**src/hw/rtl/rti_pkg.sv**
```systemverilog
// Shared types, widths and codes for the ray/triangle intersection core.
package rti_pkg;

  localparam int COORD_BITS = 32;
  localparam int FRAC_BITS  = 16;
  localparam int TAG_BITS   = 24;

  // edge, tvec: one bit over a coordinate
  localparam int EW = COORD_BITS + 1;
  // p = dir x e2, q = tvec x e1
  localparam int PW = 2 * EW;
  localparam int QW = 2 * EW + 1;
  // partial products of the dot products: 34 x 34 bits at most
  localparam int MW = 2 * EW + 2;
  // det and the three numerators, with headroom for the three-term sums
  localparam int DW = 3 * EW + 5;
  // divider remainder: holds det << COORD_BITS
  localparam int RW = DW + COORD_BITS - 4;
  // bound compare width: quotient magnitude plus sign plus one
  localparam int SW = COORD_BITS + 2;
  // one stage for the overflow check, one per quotient bit
  localparam int DIV_STAGES = COORD_BITS + 1;

  localparam int QDEPTH = 4;
  localparam int QPTR_W = 2;

  localparam logic REQ_RAY = 1'b0;
  localparam logic REQ_TRI = 1'b1;

  localparam logic [1:0] ST_HIT      = 2'd0;
  localparam logic [1:0] ST_PARALLEL = 2'd1;
  localparam logic [1:0] ST_T_OUT    = 2'd2;
  localparam logic [1:0] ST_OUTSIDE  = 2'd3;

  typedef logic signed [COORD_BITS-1:0] coord_t;
  typedef logic signed [EW-1:0]         edge_t;

  typedef struct packed {
    logic                req_type;
    coord_t              ax;
    coord_t              ay;
    coord_t              az;
    coord_t              bx;
    coord_t              by;
    coord_t              bz;
    coord_t              cx;
    coord_t              cy;
    coord_t              cz;
    logic [TAG_BITS-1:0] tri_tag;
  } rti_req_t;

  typedef struct packed {
    logic [1:0]          status;
    coord_t              hit_t;
    coord_t              bary_u;
    coord_t              bary_v;
    logic [TAG_BITS-1:0] result_tag;
  } rti_res_t;

  // triangle work item as queued between front and back
  typedef struct packed {
    edge_t [2:0]         e1;
    edge_t [2:0]         e2;
    edge_t [2:0]         tv;
    coord_t [2:0]        dv;
    coord_t              t_lo;
    coord_t              t_hi;
    logic [TAG_BITS-1:0] tag;
  } rti_work_t;

  // per-item flags that ride alongside the divider
  typedef struct packed {
    logic                par;
    logic                uv_out;
    logic [2:0]          neg;
    coord_t              t_lo;
    coord_t              t_hi;
    logic [TAG_BITS-1:0] tag;
  } rti_side_t;

endpackage

```
**src/hw/rtl/rti_queue.sv**
```systemverilog
// Small FIFO of triangle work items between front and back.
module rti_queue (
  input  logic               clk,
  input  logic               rst,
  input  logic               push,
  input  rti_pkg::rti_work_t wdata,
  input  logic               pop,
  output rti_pkg::rti_work_t rdata,
  output logic               full,
  output logic               empty
);
  import rti_pkg::*;

  rti_work_t         mem [QDEPTH];
  logic [QPTR_W-1:0] wr_ptr;
  logic [QPTR_W-1:0] rd_ptr;
  logic [QPTR_W:0]   count;

  assign full  = (count == (QPTR_W + 1)'(QDEPTH));
  assign empty = (count == '0);
  assign rdata = mem[rd_ptr];

  always_ff @(posedge clk) begin
    if (rst) begin
      wr_ptr <= '0;
      rd_ptr <= '0;
      count  <= '0;
    end else begin
      if (push) wr_ptr <= wr_ptr + 1'b1;
      if (pop) rd_ptr <= rd_ptr + 1'b1;
      if (push && !pop) begin
        count <= count + 1'b1;
      end else if (pop && !push) begin
        count <= count - 1'b1;
      end
    end
  end

  always_ff @(posedge clk) begin
    if (push) mem[wr_ptr] <= wdata;
  end

endmodule

```
**config.mk**
```make
export PLATFORM = sky130hd
export DESIGN_NAME = rti_queue
export DESIGN_NICKNAME = d
export VERILOG_FILES = /design/src/hw/rtl/rti_pkg.sv /design/src/hw/rtl/rti_queue.sv
export SDC_FILE = /design/constraint.sdc
export NUM_CORES = 1
export LEC_CHECK = 0
export BUFFER_PORTS_ARGS = -buffer_cell sky130_fd_sc_hd__buf_2
export CORE_AREA = 4 4 379 381
export DETAILED_ROUTE_END_ITERATION = 8
export DIE_AREA = 0 0 383 385
export GPL_TIMING_DRIVEN = 0
export PLACE_DENSITY = 0.71
export SLEW_MARGIN = 20
export SYNTH_ARGS = -nofsm -noshare
export SYNTH_HDL_FRONTEND = slang
export SYNTH_SLANG_ARGS = --single-unit
```
**constraint.sdc**
```tcl
create_clock -name clk -period 25.7 [get_ports clk]
set_clock_uncertainty 0.1 [all_clocks]
set_input_delay 0 -clock clk [delete_from_list [all_inputs] [get_ports clk]]
set_output_delay 0 -clock clk [all_outputs]
set_load 0.02 [all_outputs]
```
Word level (Yosys, flattened, before mapping)
Memory sizes are Yosys's and may differ from the RTL's. A register that Yosys moved wholly into a read port is not among the register bits.
Cells that the tools add are included.
Operators by class
  equality and inequality tests: 1
  reduce and logical (&&, ||, !) cells: 6
  add/sub/neg operators: 4
  muxes and demuxes: 6
Operator list (number)
  3-bit two-way mux: 2
  2-bit by 1-bit adder with 2-bit output (second input constant): 2
  2-bit two-way mux: 2
  3-bit by 1-bit adder with 3-bit output (second input constant): 1
  3-bit == test (second input constant): 1
  3-bit logical NOT: 1
  3-bit by 1-bit subtractor with 3-bit output (second input constant): 1
  1-bit logical AND: 2
  1-bit logical NOT: 2
  1-bit two-way mux: 2
  2-bit nonzero test: 1
Storage, ports and cells
  flip-flop bits (word level): 7
  logic and storage cells: 21
  input port bits: 485
  memories kept: 1
  output and inout port bits: 483
  bits in writable memories: 1924
Memory list
  mem: depth 4, bits a word 481, read ports 1, clocked after memory_dff 1, write ports 1, line rti_queue.sv:14  | rti_work_t mem [QDEPTH];

Logic depth before layout (Yosys ltp)
  depth after elaboration: 4
  depth in mapped cells: 7
  gate-level depth less buffers: 7

Least setup slack after synthesis
No wires, ideal clock.
  kind: flip-flop to flip-flop
  from: register wr_ptr[0]
  to: memory mem[0][0] (netlist name), enable pin
  setup time: 0.906 ns
  arrival: 11.381 ns
  path buffers: 0
  data required time: 24.694 ns
  setup slack: 13.314 ns
  period minus slack after synthesis: 12.386 ns
  stages on the path, launching flop included: 4
  path through: dfxtp_1 inv_1 ha_1 and2_1
RTL lines
  start: declaration: line rti_queue.sv:15  | logic [QPTR_W-1:0] wr_ptr;
  start signal: assignment: line rti_queue.sv:29  | if (push) wr_ptr <= wr_ptr + 1'b1;
  end: declaration: line rti_queue.sv:14
No word-level cell before the write port.

==> impl_metrics.toml <==
[die]
core_mm2 = 0.141
dieArea_mm2 = 0.147
die_x_um = 383
initial_core_util_pct = 49.6
die_height_um = 385
num_io_pins = 968
core.rowCount = 138

[global_routing]
grtUsageTotal_pct = 24.6
grt_pass1_vias = 39600
antenna_found_initial = 43
grt_overflow = 0
grt_first_pass_wirelength_mm = 264
grt_max_degree = 48

[worst_setup_path]
path_cells = "clkbuf_1 > clkbuf_1 > buf_2 > mux4_2 > buf_2"
arrival_ns = 3.29
slowest_delay_ns = 0.75
required_ns = 25.60
slowest_stage = "clkbuf_1"
endpoint_kind = "output pin"
critPathMaxFanout = 10
crit_type = "reg -> out"
start_kind = "flip-flop"

[pwr]
leakage_nw = 32.3
p_per_area_mw_per_mm2 = 77.3
finalPower_mw = 7.25
peakVddDrop_v = 0.0000713

[flow_run]
maxCapViolCount = 0

[detailed_routing]
vias = 37000
via_per_inst = 5.43
drc = 0
routed_wl_mm = 182
ant_nets = 0
wire_per_inst_um = 26.7
first_pass_iters = 5
initialDrtViolationCount = 2885

[placed_design]
place_ws_ns = 22.52
io_buffers = 966
dp_hpwl_mm = 108
gp_congestion = 0.757
dpl_cell_area_mm2 = 0.0782

[cts]
root_buffer = "clkbuf_16"
h-tree-depth = 4
cts_setup_buffers = 0
clock_path_buffers = 3
tritoncts = "built"
clk_pin_slew_ns = 0.06
cts_sinks = 1933
cts_made_buffers = 188
clkLatencyLatePin_ns = 0.81

[sta]
tns_ns = 0
max_slew_margin_pct = 35.8
rsz0062_at_grt = "false"
final-hold-violation-count = 0
final-setup-viol-count = 0
setup_ws_ns = 22.31
fmax_mhz = 295
worst_slew_pin_slew_ns = 0.963
fin_crit_ns = 3.39
slew_viol_final = 0
fin_crit_sh_pct = 13.2

[run_status]
status = "complete, no violations"

[final_layout]
seq_area_mm2 = 0.0580
finalNetCount = 5220
fill_cells = 8659
area_growth_pct = 34.6
fin_area_mm2 = 0.0938
fin_util_pct = 66.8
multiInputGateArea_mm2 = 0.0111
drive_gt1_share_pct = 37.8

[synthesis]
async_reset_ff_share_pct = 0
yosys_warnings = 0
synth_ff_type = "edfxtp_1"
yosysUniqueCellTypes = 21
synth-edff-count = 1924
seq_area_frac_synth_pct = 83.1
syn_avg_cell_area_um2 = 27.3
synthCells = 2557
synth_nets = 3048
synth_area_mm2 = 0.0697
ys_seq_elements = 1933

[hold_path]
hold_class = "in -> reg"
==> metrics by stage <==
step / hold slack (ns) / std cells
2_1_floorplan: -0.00113 / 2557
3_3_place_gp: 0.112 / 5413
3_5_place_dp: 0.114 / 5462
4_1_cts: 0.0125 / 6774
5_1_grt: 0.0528 / 6800
6_report: 0.0717 / 6817
==> flip-flops by register name (all words and copies together), names as in the netlist, named ones only <==
signal	cells
rd_ptr	2
mem	1924
wr_ptr	2
count	3
==> Yosys cell counts, types with 2 or more instances <==
master	instances	area share [%]
and2_1	4	0.036
buf_2	53	0.38
buf_4	39	0.42
buf_6	11	0.18
clkbuf_1	6	0.032
dfxtp_1	9	0.26
edfxtp_1	1924	83
ha_1	5	0.090
inv_1	4	0.022
mux2i_1	2	0.029
mux4_2	481	16
nor2_1	7	0.038
xnor2_1	2	0.025
xor2_1	3	0.038
==> critical path: cells and delay by family, from the launching register on <==
kind	cells	cell delay [ns]
muxes	1	0.39
DFF	1	0.30
buffers and inverters	4	1.77
==> timing repair <==
| item | CTS | global route |
|---|---|---|
| gates resized for setup | 0 | 0 |
| hold buffers | 967 | 0 |
| endpoints found under the hold margin | 2309 | 0 |
==> power breakdown <==
part           internal, mW  leakage [nW]  switching, mW
registers              3.62          17.7         0.0347
logic                 0.411          11.7          0.550
clock network          1.47          2.83           1.16
total                  5.51          32.3           1.75
==> area by class of cell <==
| type | instances | share of cell area, % |
|---|---|---|
| antenna | 43 | 0.115 |
| buffer | 109 | 0.752 |
| clock buffer | 232 | 5.23 |
| clock inverter | 113 | 1.01 |
| inverter | 4 | 0.0160 |
| multi-input combinational | 511 | 11.8 |
| sequential | 1933 | 61.8 |
| tap | 1890 | 2.52 |
| timing repair buffer | 1982 | 16.8 |
==> kinds of logic after synthesis <==
family                     after synthesis  share of synthesized area [%]
muxes                                  483                           15.6
adders and majority gates                6                          0.118
AOI/OAI and AO/OA                        2                         0.0143
and+or+nand+nor                         15                          0.106
xor gates and xnor gates                 5                         0.0628
buffers and inverters                  113                           1.03
DFF                                   1933                           83.1
==> cell usage in the layout, fill, tap and decap left out <==
cell type,synthesis,final
edfxtp_1,1924,1924
buf_2,53,1019
dlygate4sd3_1,0,967
mux4_2,481,481
clkbuf_16,0,190
clkinv_1,0,60
clkbuf_1,6,47
diode_2,0,43
buf_4,39,39
buf_16,0,34
clkinv_2,0,22
buf_12,0,15
buf_6,11,11
bufinv_16,0,11
dfxtp_1,9,9
nor2_1,7,7
clkinvlp_4,0,6
ha_1,5,5
inv_1,4,4
and2_4,0,4
clkinv_16,0,4
clkinv_8,0,4
xor2_1,3,3
inv_6,0,3
xnor2_1,2,2
mux2i_1,2,2
clkinv_4,0,2
clkbuf_2,0,1
nor3_1,1,1
nor3b_1,1,1
nand2_1,1,1
o21ai_0,1,1
or3_1,1,1
a21oi_1,1,1
fa_1,1,1
inv_8,0,1
==> final timing paths <==
kind / startpoint / end / slack, ns / depth (start not counted)
setup reg to reg: wr_ptr[0]$_SDFFE_PP0P_ / mem[1][44]$_DFFE_PP_ / 22.50 / 8
hold reg to reg: count[2]$_SDFFE_PP0P_ / count[2]$_SDFFE_PP0P_ / 0.41 / 2
hold / removal: pop / flip-flop / 0.07 / 4
setup / recovery: flip-flop / rdata[306] / 22.31 / 5
==> metal layers <==
| layer | vias to the layer above | GRT usage (%) | wire [um] |
|---|---|---|---|
| li1 | 15600 | - | - |
| met3 | 417 | 8.75 | 18300 |
| met4 | 14 | 11.4 | 9350 |
| met2 | 1748 | 40.7 | 92100 |
| met5 | - | 0 | 94 |
| met1 | 19200 | 28.9 | 62300 |
Power figures use the tool's default switching activity.
