--- config.mk ---
export PLATFORM = sky130hd
export DESIGN_NAME = rti_front
export DESIGN_NICKNAME = d
export VERILOG_FILES = /design/src/hw/rtl/rti_pkg.sv /design/src/hw/rtl/rti_front.sv
export SDC_FILE = /design/constraint.sdc
export NUM_CORES = 1
export LEC_CHECK = 0
export BUFFER_PORTS_ARGS = -buffer_cell sky130_fd_sc_hd__buf_2
export CORE_AREA = 2 2 312 314
export CTS_CLUSTER_DIAMETER = 200
export DETAILED_ROUTE_END_ITERATION = 8
export DIE_AREA = 0 0 314 316
export MAX_ROUTING_LAYER = met4
export PLACE_DENSITY = 0.47
export SLEW_MARGIN = 25
export SYNTH_ARGS = -nofsm -noshare
export SYNTH_HDL_FRONTEND = slang
export SYNTH_SLANG_ARGS = --single-unit
--- constraint.sdc ---
create_clock -name clk -period 6.57 [get_ports clk]
set_input_delay 0.3285 -clock clk [delete_from_list [all_inputs] [get_ports clk]]
set_output_delay 0.3285 -clock clk [all_outputs]
set_load 0.01 [all_outputs]
--- src/hw/rtl/rti_pkg.sv ---
// Shared types, widths and codes for the ray/triangle intersection core.
package rti_pkg;

  localparam int COORD_BITS = 32;
  localparam int FRAC_BITS  = 16;
  localparam int TAG_BITS   = 24;

  // edge, tvec: one bit over a coordinate
  localparam int EW = COORD_BITS + 1;
  // p = dir x e2, q = tvec x e1
  localparam int PW = 2 * EW;
  localparam int QW = 2 * EW + 1;
  // partial products of the dot products: 34 x 34 bits at most
  localparam int MW = 2 * EW + 2;
  // det and the three numerators, with headroom for the three-term sums
  localparam int DW = 3 * EW + 5;
  // divider remainder: holds det << COORD_BITS
  localparam int RW = DW + COORD_BITS - 4;
  // bound compare width: quotient magnitude plus sign plus one
  localparam int SW = COORD_BITS + 2;
  // one stage for the overflow check, one per quotient bit
  localparam int DIV_STAGES = COORD_BITS + 1;

  localparam int QDEPTH = 4;
  localparam int QPTR_W = 2;

  localparam logic REQ_RAY = 1'b0;
  localparam logic REQ_TRI = 1'b1;

  localparam logic [1:0] ST_HIT      = 2'd0;
  localparam logic [1:0] ST_PARALLEL = 2'd1;
  localparam logic [1:0] ST_T_OUT    = 2'd2;
  localparam logic [1:0] ST_OUTSIDE  = 2'd3;

  typedef logic signed [COORD_BITS-1:0] coord_t;
  typedef logic signed [EW-1:0]         edge_t;

  typedef struct packed {
    logic                req_type;
    coord_t              ax;
    coord_t              ay;
    coord_t              az;
    coord_t              bx;
    coord_t              by;
    coord_t              bz;
    coord_t              cx;
    coord_t              cy;
    coord_t              cz;
    logic [TAG_BITS-1:0] tri_tag;
  } rti_req_t;

  typedef struct packed {
    logic [1:0]          status;
    coord_t              hit_t;
    coord_t              bary_u;
    coord_t              bary_v;
    logic [TAG_BITS-1:0] result_tag;
  } rti_res_t;

  // triangle work item as queued between front and back
  typedef struct packed {
    edge_t [2:0]         e1;
    edge_t [2:0]         e2;
    edge_t [2:0]         tv;
    coord_t [2:0]        dv;
    coord_t              t_lo;
    coord_t              t_hi;
    logic [TAG_BITS-1:0] tag;
  } rti_work_t;

  // per-item flags that ride alongside the divider
  typedef struct packed {
    logic                par;
    logic                uv_out;
    logic [2:0]          neg;
    coord_t              t_lo;
    coord_t              t_hi;
    logic [TAG_BITS-1:0] tag;
  } rti_side_t;

endpackage

--- src/hw/rtl/rti_front.sv ---
// Front end: takes requests, holds the ray, forms edge vectors for triangles.
module rti_front (
  input  logic              clk,
  input  logic              rst,
  input  logic              req_valid,
  output logic              req_stall,
  input  rti_pkg::rti_req_t req_data,
  input  logic              q_full,
  output logic              push,
  output rti_pkg::rti_work_t push_data
);
  import rti_pkg::*;

  coord_t ray_org [3];
  coord_t ray_dir [3];
  coord_t t_lower;
  coord_t t_upper;
  coord_t va [3];
  coord_t vb [3];
  coord_t vc [3];
  logic   acc;

  assign va[0] = req_data.ax;
  assign va[1] = req_data.ay;
  assign va[2] = req_data.az;
  assign vb[0] = req_data.bx;
  assign vb[1] = req_data.by;
  assign vb[2] = req_data.bz;
  assign vc[0] = req_data.cx;
  assign vc[1] = req_data.cy;
  assign vc[2] = req_data.cz;

  assign req_stall = q_full;
  assign acc       = req_valid && !q_full;
  assign push      = acc && (req_data.req_type == REQ_TRI);

  always_ff @(posedge clk) begin
    if (rst) begin
      for (int i = 0; i < 3; i++) begin
        ray_org[i] <= '0;
        ray_dir[i] <= '0;
      end
      t_lower <= '0;
      t_upper <= '0;
    end else if (acc && (req_data.req_type == REQ_RAY)) begin
      for (int i = 0; i < 3; i++) begin
        ray_org[i] <= va[i];
        ray_dir[i] <= vb[i];
      end
      t_lower <= req_data.cx;
      t_upper <= req_data.cy;
    end
  end

  // triangles pick up the ray as it stands at acceptance
  always_comb begin
    for (int i = 0; i < 3; i++) begin
      push_data.e1[i] = EW'(vb[i]) - EW'(va[i]);
      push_data.e2[i] = EW'(vc[i]) - EW'(va[i]);
      push_data.tv[i] = EW'(ray_org[i]) - EW'(va[i]);
      push_data.dv[i] = ray_dir[i];
    end
    push_data.t_lo = t_lower;
    push_data.t_hi = t_upper;
    push_data.tag  = req_data.tri_tag;
  end

endmodule

# Yosys cells after proc, flatten, opt, wreduce, memory -nomap -nowiden
# Memories as Yosys holds them, arrays and structs flattened.
# Cells that the tools add are included.
# Widths: inputs -> output; s select.
[totals]
register_bits = 64
latchBits = 0
ram_bits = 192
mem_bits_ro = 0
input_bits = 317
output_inout_bits = 483
wordCells = 35
memories = 2
[classes]
add_sub_neg = 9
multipliers = 0
div_mod_pow = 0
magnitude_cmp = 0
n_eq_ne = 0
n_shift = 0
muxes = 11
bitwise = 7
n_reduce_logical = 4
[memory_table]
columns = ["memory", "depth", "width", "rd", "rd_clocked_by_memory_dff", "wr", "line_no", "text"]
rows = [
  ["ray_dir", 3, 32, 3, 0, 3, "rti_front.sv:15", "coord_t ray_dir [3];"],
  ["ray_org", 3, 32, 3, 0, 3, "rti_front.sv:14", "coord_t ray_org [3];"],
]
[ops]
columns = ["op", "count"]
rows = [
  ["$sub 32x32->33", 9],
  ["$mux 32", 6],
  ["$or 1x1->1", 6],
  ["$mux 1", 5],
  ["$logic_and 1x1->1", 3],
  ["$logic_not 1->1", 1],
  ["$not 1->1", 1],
]

# Longest topological paths before layout
[logic_depth]
depth_word = 7
depth_mapped = 12
mapped_depth_nobuf = 12

# Worst setup path after synthesis
# Ideal clock, no wire load.
[synth_path]
path_kind = "in2reg"
start = "input q_full"
end = "memory ray_dir[0][0] (netlist name) (enable)"
setup_time_ns = 0.543
t_arrival_ns = 4.720
required_time_ns = 6.027
slack_ns = 1.307
path_stages = 5
n_path_buf = 2
cell_sequence = "nor3b_1 -> nor2_1 -> clkbuf_1 -> clkbuf_1 -> inv_1"
[synth_lines]
columns = ["element", "line_no", "text"]
rows = [
  ["from (decl)", "rti_front.sv:8", "input logic q_full,"],
  ["to (decl)", "rti_front.sv:15", ""],
]

==> results.json <==
{
  "outcome": "finished clean",
  "clkTransAtPathRegs_ns": 0.07,
  "grt_use_met1_pct": 25.42,
  "worstHoldPathCells": 2,
  "clockPowerShare_pct": 31.6,
  "port_buffers": 751,
  "p_switching_mw": 2.737,
  "cts_root_buffer": "clkbuf_16",
  "leakage_nw": 14.76,
  "timing.rr.start": "t_upper[31]$_SDFFE_PP0P_",
  "end_kind": "output pin",
  "cts-buffers-inserted": 38,
  "p_sw_share_pct": 38.56,
  "worstHoldStart": "req_data[136]",
  "wirelength_mm": 103.8,
  "clockBufferDepth": 3,
  "min_to": "ray_dir[0][80]$_SDFFCE_PN0P_",
  "comb_power_share_pct": 41.9,
  "fin_skew_ns": 0,
  "drc": 0,
  "nNetsFinal": 4195,
  "synthDistinctLibCells": 85,
  "synth_async_sr_flop_share_pct": 0,
  "core_mm2": 0.09599,
  "path_cells": "dlygate4sd3_1 -> buf_2 -> inv_1 -> ha_1 -> fa_1 -> nand2b_1 -> a21oi_1 -> o21ai_1 -> a21oi_1 -> a21oi_1 -> o31ai_1 -> nand4_1 -> o21ai_1 -> a221oi_1 -> buf_2",
  "r2r_setup_slack_ns": 5.89,
  "min_period_over_period_pct": 75.76,
  "syn_nets": 3398,
  "timing.rr.end": "t_upper[31]$_SDFFE_PP0P_",
  "clk_latency_ns": 0.59,
  "slew_viol_final": 0,
  "gr-total-overflow": 0,
  "crit_type": "in2out",
  "regArea_mm2": 0.007047,
  "ys_ff_latch": 256,
  "cpMostUsedCell": "a21oi_1",
  "globalplace.congestion": 0.9005,
  "syn2layout_area_growth_pct": 30.48,
  "final_hold_viol_count": 0,
  "critPathRequiredTime_ns": 6.24,
  "synth_edf_count": 192,
  "post-route-min-period_ns": 4.978,
  "max_cap_viol_count": 0,
  "worstPathArrival_ns": 4.65,
  "vdd_drop_max_mv": 0.1674,
  "slew_headroom_pct": 38.64,
  "sequentialPowerShare_pct": 26.5,
  "grt_use_met3_pct": 3.883,
  "globalRouteTotalUtil_pct": 20.61,
  "vias": 23980,
  "nFillCells": 10250,
  "die_y_um": 316,
  "start_kind": "input port",
  "ff2ff_path_depth": 1,
  "hp-class": "in2reg",
  "synthFlopType": "edfxtp_1",
  "yosysWarnings": 0,
  "use_met2_pct": 34.07,
  "fin_area_mm2": 0.03157,
  "grt_pass1_wl_mm": 149.6,
  "layout_commonest_cell": "buf_2",
  "via_per_inst": 4.900,
  "dp_hpwl_mm": 86.30,
  "die_w_um": 314,
  "critPathBufInv": 4,
  "die_area_mm2": 0.09922,
  "htree_levels": 2,
  "drive_above_1_share_pct": 23.48,
  "cts_tree": "yes",
  "max_stage_delay_ns": 0.80,
  "ant_nets": 0,
  "critPathMaxFanout": 5,
  "num_io_pins": 800,
  "grt_pass1_vias": 23330,
  "multiInputGateArea_mm2": 0.01589,
  "rsz0062_at_grt": "false",
  "dpl_cell_area_mm2": 0.02915,
  "detail_route.first_pass.iterations": 5,
  "rows": 114,
  "ys_seq_area_share_pct": 29.12,
  "postSynthCellCount": 2784,
  "cts_resized": 0,
  "setup_viol": 0,
  "start_util_pct": 25.21,
  "internal-power_mw": 4.361,
  "clock-sinks": 256,
  "antenna_found_initial": 8,
  "syn-mean-instance-area_um2": 8.692,
  "crit_path_top_delay_cell": "o31ai_1",
  "timing.fmax_ghz": 0.2009,
  "grt_max_degree": 139,
  "powerDensity_mw_per_mm2": 224.8,
  "most-common-layout-cells": "751 x buf_2, 288 x ha_1, 235 x a21oi_1",
  "synthesis.area_mm2": 0.02420,
  "wl_per_cell_um": 21.21,
  "gr-max-usage-layer": "met2",
  "cp_top_family": "compound AO/OA/AOI/OAI gates",
  "drtIter0Drc": 1695,
  "tightest_slew_ns": 0.9205,
  "fin_setup_tns_ns": 0
}
worst max path at each step:
stage,start,endpoint,slack (ns),cells after the start
floorplan,q_full,ray_dir[0][0]$_SDFFCE_PN0P_,1.31,5
global placement,req_data[88],push_data[315],2.10,14
detailed placement,req_data[88],push_data[315],2.07,14
CTS,req_data[88],push_data[315],1.52,15
global route,req_data[88],push_data[315],1.30,15
finish,req_data[88],push_data[315],1.59,15
power by group through the flow:
stage	logic, mW	clock network (mW)	registers, mW
final	2.98	2.24	1.88
after global routing	3.24	2.36	1.89
after CTS	3.00	2.31	1.88
after detailed placement	2.93	0	1.91
after global placement	2.94	0	1.91
after floorplan	1.69	0	1.95
area by class of cell:
class / count / share of cell area [%]
diodes: 6 / 0.04755
clock inverters: 18 / 0.7212
multi-input cells: 2215 / 50.33
inverters: 203 / 2.437
well taps: 1276 / 5.057
clock buffers: 52 / 3.444
flip-flops and latches: 256 / 22.32
repair buffers: 867 / 15.65
cell usage after synthesis (10+ instances only):
cell       instances  share of area [%]
o21bai_1          25               0.78
a221oi_1          11               0.40
buf_4             25               0.78
o21ai_0           79                1.6
xor2_1            73                2.6
o21ai_1           70                1.4
edfxtp_1         192                 24
a22o_1            64                2.3
nand2_1          149                2.3
nor3_1            48               0.99
a21o_1           115                3.6
a31oi_1           34               0.88
nand3_1           62                1.3
inv_1            200                3.1
nand2b_1          36               0.93
clkbuf_1          83                1.3
a2111oi_0         10               0.36
o21a_1            37                1.1
nor2b_1           40                1.0
and3_1            20               0.52
xnor2_1          171                6.2
or3_1             14               0.36
o211ai_1          24               0.74
nor2_1           171                2.7
a21oi_1          235                4.9
and2_1           207                5.4
ha_1             288                 15
nand4_1           49                1.3
a211oi_1          25               0.78
dfxtp_1           64                5.3
o31ai_1           13               0.40
kinds of logic (layout without fill, tap and decap cells):
family                     after synthesis  count (layout)  synth area share (%)
AOI/OAI and AO/OA                      838             838                 23.15
other                                    0               6                     0
DFF                                    256             256                 29.12
muxes                                    2               2               0.08273
buffers and inverters                  313            1140                 5.274
xor gates and xnor gates               244             244                 8.831
adders and majority gates              297             297                 15.64
and+or+nand+nor                        834             834                 17.91
flip-flops by register name (all words and copies together), names as in the netlist:
| register | count |
|---|---|
| t_lower | 32 |
| ray_org | 96 |
| ray_dir | 96 |
| t_upper | 32 |
stage by stage:
stage	std cells	utilization [%]	hold WS [ns]	total power, mW	setup WS, ns
2_1_floorplan	2784	-	0.4542	3.638	1.307
4_1_cts	4887	32.87	0.0008843	7.191	1.520
5_1_grt	4890	32.88	0.01149	7.489	1.301
3_5_place_dp	4708	30.37	0.4585	4.841	2.072
6_report	4893	32.89	0.04110	7.098	1.592
3_3_place_gp	4708	30.37	0.4575	4.851	2.098
per-layer routing:
metal	part of all wire [%]	vias up
met5	0	-
met4	2.7	0
met3	6.4	121
met2	47	767
met1	44	11350
li1	-	11740
repair_timing:
action | in CTS | in global routing
setup buffers | 0 | 0
endpoints found under the hold margin | 109 | 0
hold buffers | 109 | 0
Note: power is estimated with default switching activity, not from simulation.
